`config.mk`:
```
export PLATFORM = sky130hd
export DESIGN_NAME = qrs_front
export DESIGN_NICKNAME = d
export VERILOG_FILES = /design/src/qrs_pkg.sv /design/src/qrs_front.sv
export SDC_FILE = /design/constraint.sdc
export NUM_CORES = 1
export LEC_CHECK = 0
export ABC_AREA = 1
export BUFFER_PORTS_ARGS = -buffer_cell sky130_fd_sc_hd__clkbuf_2
export CAP_MARGIN = 20
export CORE_ASPECT_RATIO = 1.2
export CORE_MARGIN = 10
export CORE_UTILIZATION = 59
export CTS_BUF_LIST = sky130_fd_sc_hd__clkbuf_2 sky130_fd_sc_hd__clkbuf_4 sky130_fd_sc_hd__clkbuf_8
export CTS_CLUSTER_SIZE = 30
export DETAILED_ROUTE_END_ITERATION = 10
export PLACE_DENSITY = 0.84
export SLEW_MARGIN = 25
export SYNTH_ARGS = -nofsm -noshare
export SYNTH_HDL_FRONTEND = slang
export SYNTH_SLANG_ARGS = --single-unit
```
`constraint.sdc`:
```
create_clock -name clk_i -period 2.2 [get_ports clk_i]
set_input_delay 0.11 -clock clk_i [delete_from_list [all_inputs] [get_ports clk_i]]
set_output_delay 0.11 -clock clk_i [all_outputs]
set_load 0.03 [all_outputs]
```
`src/qrs_pkg.sv`:
```
// shared constants and types for the quadratic root solver
package qrs_pkg;

  localparam int unsigned CoefW = 16;                 // coefficient width
  localparam int unsigned FracW = 16;                 // root fraction bits
  localparam int unsigned RootW = 34;                 // root field width
  localparam int unsigned DiscW = 2 * CoefW + 2;      // discriminant magnitude
  localparam int unsigned SqrtW = CoefW + 1 + FracW;  // square root result
  localparam int unsigned RadW  = 2 * SqrtW;          // scaled radicand
  localparam int unsigned NumW  = SqrtW + 1;          // dividend magnitude
  localparam int unsigned DenW  = CoefW + 1;          // divisor magnitude

  typedef enum logic [2:0] {
    ST_TWO  = 3'd0,
    ST_ONE  = 3'd1,
    ST_LIN  = 3'd2,
    ST_CPLX = 3'd3,
    ST_NONE = 3'd4
  } status_e;

  typedef enum logic [1:0] {
    K_NONE,
    K_LIN,
    K_SHORT,
    K_DISC
  } kind_e;

  typedef enum logic [1:0] {
    D_NEG,
    D_ZERO,
    D_POS
  } dcls_e;

  // per-item sideband from classification through the square root
  typedef struct packed {
    logic [CoefW-1:0] a;
    logic [CoefW-1:0] b;
    logic [CoefW-1:0] c;
    kind_e            kind;
    logic             neg_one;
    dcls_e            dcls;
  } front_t;

  // per-item sideband through the dividers
  typedef struct packed {
    status_e st;
    logic    cmp;
  } dside_t;

  // one division job: magnitudes and sign of the quotient
  typedef struct packed {
    logic [NumW-1:0] num;
    logic [DenW-1:0] den;
    logic            neg;
  } lane_t;

endpackage

```
`src/qrs_front.sv`:
```
// classification, products and discriminant: two register stages
module qrs_front (
  input  logic                      clk_i,
  input  logic                      rst_ni,
  input  logic                      en_i,
  input  logic                      valid_i,
  input  logic [qrs_pkg::CoefW-1:0] a_i,
  input  logic [qrs_pkg::CoefW-1:0] b_i,
  input  logic [qrs_pkg::CoefW-1:0] c_i,
  output logic                      valid_o,
  output qrs_pkg::front_t           side_o,
  output logic [qrs_pkg::DiscW-1:0] disc_o
);
  import qrs_pkg::*;

  logic [CoefW-1:0]   a_mag, b_mag, c_mag;
  logic [CoefW:0]     sum_ac;
  logic [CoefW+1:0]   sum_abc;
  logic               hit_neg, hit_pos;
  front_t             side1_d, side1_q, side2_d, side2_q;
  logic [2*CoefW-1:0] m_q, b2_q;
  logic               pp_q, v1_q, v2_q;
  logic [DiscW-1:0]   fl, b2e, disc_d, disc_q;

  // stage one: shortcut tests and the two products
  always_comb begin
    a_mag   = a_i[CoefW-1] ? CoefW'(-a_i) : a_i;
    b_mag   = b_i[CoefW-1] ? CoefW'(-b_i) : b_i;
    c_mag   = c_i[CoefW-1] ? CoefW'(-c_i) : c_i;
    sum_ac  = {a_i[CoefW-1], a_i} + {c_i[CoefW-1], c_i};
    sum_abc = {{2{a_i[CoefW-1]}}, a_i} + {{2{b_i[CoefW-1]}}, b_i}
            + {{2{c_i[CoefW-1]}}, c_i};
    hit_neg = (sum_ac == {b_i[CoefW-1], b_i});
    hit_pos = (sum_abc == '0);
    side1_d.a       = a_i;
    side1_d.b       = b_i;
    side1_d.c       = c_i;
    side1_d.neg_one = hit_neg;
    side1_d.dcls    = D_NEG;
    if (a_i == '0) begin
      side1_d.kind = (b_i == '0) ? K_NONE : K_LIN;
    end else if (hit_neg || hit_pos) begin
      side1_d.kind = K_SHORT;
    end else begin
      side1_d.kind = K_DISC;
    end
  end

  always_ff @(posedge clk_i or negedge rst_ni) begin
    if (!rst_ni) begin
      v1_q <= 1'b0;
    end else if (en_i) begin
      v1_q <= valid_i;
    end
  end

  always_ff @(posedge clk_i) begin
    if (en_i) begin
      side1_q <= side1_d;
      m_q     <= a_mag * c_mag;
      b2_q    <= b_mag * b_mag;
      pp_q    <= (a_i[CoefW-1] == c_i[CoefW-1]) && (a_i != '0) && (c_i != '0);
    end
  end

  // stage two: discriminant b*b - 4*a*c as a magnitude and a sign class
  always_comb begin
    fl      = {m_q, 2'b00};
    b2e     = DiscW'(b2_q);
    side2_d = side1_q;
    disc_d  = '0;
    if (!pp_q) begin
      disc_d       = b2e + fl;
      side2_d.dcls = (disc_d != '0) ? D_POS : D_ZERO;
    end else if (b2e > fl) begin
      disc_d       = b2e - fl;
      side2_d.dcls = D_POS;
    end else if (b2e == fl) begin
      side2_d.dcls = D_ZERO;
    end else begin
      side2_d.dcls = D_NEG;
    end
  end

  always_ff @(posedge clk_i or negedge rst_ni) begin
    if (!rst_ni) begin
      v2_q <= 1'b0;
    end else if (en_i) begin
      v2_q <= v1_q;
    end
  end

  always_ff @(posedge clk_i) begin
    if (en_i) begin
      side2_q <= side2_d;
      disc_q  <= disc_d;
    end
  end

  assign valid_o = v2_q;
  assign side_o  = side2_q;
  assign disc_o  = disc_q;
endmodule

```
==> results of run 1 <==
[metal layers]
layer | global-route usage | overflow
met1 | 0.739 | 11
met2 | 0.891 | 134
met3 | 0.676 | 22
met4 | 0.753 | 108
met5 | 0.429 | 1
[cell usage after synthesis, types with 10 or more instances]
library cell / n
fa_1: 379
o21bai_1: 18
nor2_1: 348
buf_2: 29
a21o_1: 21
xor2_1: 83
ha_1: 294
inv_1: 821
o21ai_0: 97
xnor2_1: 32
a21oi_1: 141
clkbuf_1: 33
nand2_2: 10
nand4_1: 25
nand3b_1: 11
nand2_1: 836
edfxtp_1: 200
nand3_1: 124
nor3_1: 31
or2_2: 13
[per-stage QoR]
step                      hold WS [ns]  setup WS [ns]  cell area (sq um)  utilization  setup TNS [ns]
after floorplan                 -0.186          -3.87              30900            -         -179.53
after global placement          -0.104          -4.25              38200        0.760         -222.69
after detailed placement        -0.102          -4.54              38200        0.760         -240.19
after CTS                       0.0133          -3.57              41700        0.831         -179.39
[timing repair]
action	in CTS
endpoints found under the setup margin	94
endpoints found under the hold margin	79
buffers inserted	90
pin swaps	198
hold buffers	52
gates resized for setup	425
cloned	1
[cell families after synthesis]
logic type,Yosys count,synth area share
xor+xnor,120,0.0370
simple gates,1435,0.200
compound gates,339,0.0665
other cells,2,0.000251
fa+ha+maj,673,0.377
flops,202,0.203
buf+inv,906,0.117
==> impl_metrics.env, run 1 <==
export IMPL_synth_area_leaders="fa_1 (25%), edfxtp_1 (20%), ha_1 (12%)"
export IMPL_ctsHtreeMaxLevel=2
export IMPL_grtUsageTotal=0.763
export IMPL_row_count=90
export IMPL_grt_ovfl_total=276
export IMPL_ys_ff_latch=202
export IMPL_stop_error="[ERROR GRT-0232] Routing congestion too high. Check the congestion heatmap in the GUI."
export IMPL_cts_buffer_depth=3
export IMPL_synth_flop_cell="edfxtp_1"
export IMPL_die_h_microns=267
export IMPL_avgSynthCellArea_sq_um=8.13
export IMPL_lastStage="5_1_grt"
export IMPL_grt_max_degree=53
export IMPL_crit_endpoint="b2_q[31]$_DFFE_PP_/D"
export IMPL_numClockSinks=202
export IMPL_yosysWarnings=0
export IMPL_initial_core_util=0.595
export IMPL_worstEndpointType="register data pin"
export IMPL_yosysUniqueCellTypes=62
export IMPL_die_width_microns=225
export IMPL_cts_made_buffers=35
export IMPL_ys_async_sr_fraction=0.00990
export IMPL_ys_seq_area_frac=0.203
export IMPL_synth_top_area_share=0.254
export IMPL_dp_cells=5202
export IMPL_synth_edf_count=200
export IMPL_yosysTopAreaCell="fa_1"
export IMPL_globalplace_congestion=1.01
export IMPL_status="did not finish"
export IMPL_synthCells=3677
export IMPL_netlist_area_sq_um=29900
export IMPL_cts_root_buffer="clkbuf_8"
export IMPL_io_pins=140
export IMPL_hpwl_microns=83300
export IMPL_port_buffers=138
==> run 2, diff against run 1 <==
CORE_ASPECT_RATIO = not set   (was 1.2)
CORE_UTILIZATION = 40   (was 59)
CTS_BUF_LIST = not set   (was sky130_fd_sc_hd__clkbuf_2 sky130_fd_sc_hd__clkbuf_4 sky130_fd_sc_hd__clkbuf_8)
CTS_CLUSTER_SIZE = not set   (was 30)
PLACE_DENSITY = not set   (was 0.84)
PLACE_DENSITY_LB_ADDON = 0.15   (was not set)
clock period = 2.85 ns   (was 2.2 ns; I/O delays follow)
==> run 2 against run 1 <==
The flow now finishes, with violations (negative setup slack). Synthesized area is the same. Synthesized cell count is the same.
==> impl_metrics.env, run 2 <==
export IMPL_drive_gt1_frac=0.320
export IMPL_cts_buffer_depth=3
export IMPL_antenna_found_initial=1
export IMPL_crit_cells=32
export IMPL_path_buf_inv=7
export IMPL_vias=26200
export IMPL_row_count=100
export IMPL_dr_pass1_iters=5
export IMPL_yosysUniqueCellTypes=62
export IMPL_rr_worst_depth=20
export IMPL_cp_start_kind="input pin"
export IMPL_max_stage_delay_ns=0.55
export IMPL_worst_slew_pin_transition_ns=0.593
export IMPL_slew_headroom=0.605
export IMPL_yosysWarnings=0
export IMPL_critPathTopFamily="adder cells"
export IMPL_ctsHtreeMaxLevel=1
export IMPL_final_hold_violation_count=0
export IMPL_core_area_sq_um=74200
export IMPL_drtIter0Drc=1449
export IMPL_setup_violations_final=55
export IMPL_final_common_cell="nand2_1"
export IMPL_globalplace_congestion=0.943
export IMPL_finish_instance_area_sq_um=41400
export IMPL_die_h_microns=293
export IMPL_post_drt_via_cell_ratio=4.74
export IMPL_synth_top_area_share=0.254
export IMPL_mostFrequentLayoutCells="nand2_1 (732), inv_1 (727), buf_4 (631)"
export IMPL_cpMostUsedCell="nand2_2"
export IMPL_largest_reg_flops=53
export IMPL_setup_slack_ns=-3.04
export IMPL_cts_made_buffers=24
export IMPL_layout_nets=5268
export IMPL_placed_area_sq_um=37100
export IMPL_critPathMaxFanout=5
export IMPL_synth_area_leaders="fa_1 (25%), edfxtp_1 (20%), ha_1 (12%)"
export IMPL_cts_root_buffer="clkbuf_16"
export IMPL_avgRoutedWirePerCell_microns=16.7
export IMPL_layout_min_cycle_time_ns=5.89
export IMPL_critPathRequiredTime_ns=3.14
export IMPL_timing_final_crit_share=2.07
export IMPL_numClockSinks=202
export IMPL_grt_pass1_vias=27500
export IMPL_synthCells=3677
export IMPL_clkTransAtPathRegs_ns=0.05
export IMPL_netlist_top_cells_count="nand2_1 (836), inv_1 (821), fa_1 (379), nor2_1 (348), ha_1 (294)"
export IMPL_yosysTopAreaCell="fa_1"
export IMPL_io_pins=140
export IMPL_fill_cells=6786
export IMPL_path_class="in -> reg"
export IMPL_ys_ff_latch=202
export IMPL_netlist_area_sq_um=29900
export IMPL_max_freq_ghz=0.170
export IMPL_arrival_ns=6.18
export IMPL_failed_checks="negative setup slack"
export IMPL_hp_class="in -> reg"
export IMPL_hpwl_microns=78200
export IMPL_grt_ovfl_total=0
export IMPL_diodes=0
export IMPL_end_kind="register"
export IMPL_finClkSkew_ns=0.00727
export IMPL_ys_async_sr_fraction=0.00990
export IMPL_hold_depth=2
export IMPL_die_width_microns=293
export IMPL_syn2layout_area_growth_pct=38.4
export IMPL_slew_viol_final=0
export IMPL_synth_edf_count=200
export IMPL_drc=0
export IMPL_initial_core_util=0.403
export IMPL_synth_flop_cell="edfxtp_1"
export IMPL_avgSynthCellArea_sq_um=8.13
export IMPL_status="finished, violations left"
export IMPL_max_cap_violations=0
export IMPL_rsz0062_at_grt="true"
export IMPL_ys_seq_area_frac=0.203
export IMPL_drt_wl_total_microns=92100
export IMPL_die_area_sq_um=86000
export IMPL_grtUsageTotal=0.215
export IMPL_synth_most_common_cell="nand2_1"
export IMPL_clock_latency_ns=0.54
export IMPL_cts_tree="built"
export IMPL_r2r_slack_ns=0.05
export IMPL_ant_nets=0
export IMPL_port_buffers=138
export IMPL_grt_pass1_wl_microns=147000
export IMPL_grt_max_degree=65
export IMPL_slowest_stage="fa_1"
-- run 2: worst paths after layout --
check | startpoint | end
setup / recovery | c_i[0] | m_q[28]
hold / removal | b_i[14] | side1_q[35]
setup reg to reg | b2_q[2] | side_o[1]
hold reg to reg | side1_q[3] | side_o[3]
max in group asynchronous | rst_ni | v1_q
min in group asynchronous | rst_ni | valid_o
-- run 2: logic make-up (layout without fill, tap and decap cells) --
kind of cell,after synthesis,count (layout),share of synthesized area
xor+xnor,120,120,0.0370
fa+ha+maj,673,673,0.377
other cells,2,13,0.000251
flops,202,202,0.203
compound gates,339,339,0.0665
buf+inv,906,1776,0.117
simple gates,1435,1435,0.200
-- run 2: per-layer routing --
layer  vias to the layer above  part of all wire  global-route usage
li1                      13000                 -                   -
met3                       110             0.052              0.0321
met4                         0             0.026              0.0490
met1                     12500              0.45               0.282
met5                         -                 0                   0
met2                       609              0.47               0.368
-- run 2: per-stage QoR --
stage	cells	utilization	hold slack, ns	setup slack, ns	setup TNS (ns)
finish	5527	0.558	0.0365	-3.04	-136.53
global route	5527	0.558	0.0347	-3.26	-147.96
CTS	5495	0.541	0.00425	-2.93	-132.25
detailed placement	5344	0.501	-0.0679	-3.85	-181.34
global placement	5344	0.501	-0.0705	-3.86	-178.70
floorplan	3688	-	-0.153	-3.26	-143.80
-- run 2: repair_timing --
item / CTS / global route
pin swaps: 163 / 173
gates resized for setup: 310 / 280
setup endpoints to repair: 61 / 87
setup buffers: 78 / 37
endpoints found under the hold margin: 37 / 0
hold buffers: 37 / 0
cloned: 1 / 0
-- run 2: worst register-to-register path, delay by kind of cell, from the launching register on --
kind,cells,cell delay [ns]
and+or+nand+nor,15,1.16
DFF,1,0.51
buffers and inverters,3,0.26
adders and majority gates,2,0.60
-- run 2: layout make-up --
type | instances | area, sq um | area share
tap | 969 | 1210 | 0.0293
timing repair buffer | 901 | 7190 | 0.174
clock inverter | 11 | 87.6 | 0.00212
sequential | 202 | 6060 | 0.146
inverter | 833 | 3250 | 0.0785
timing repair inverter | 1 | 7.51 | 0.000181
clock buffer | 30 | 644 | 0.0156
multi-input combinational | 2580 | 22900 | 0.554
Power of run 2 is left out: the tool's default activity adds up to more than one toggle a clock period on the data nets, which glitch-free logic cannot reach.
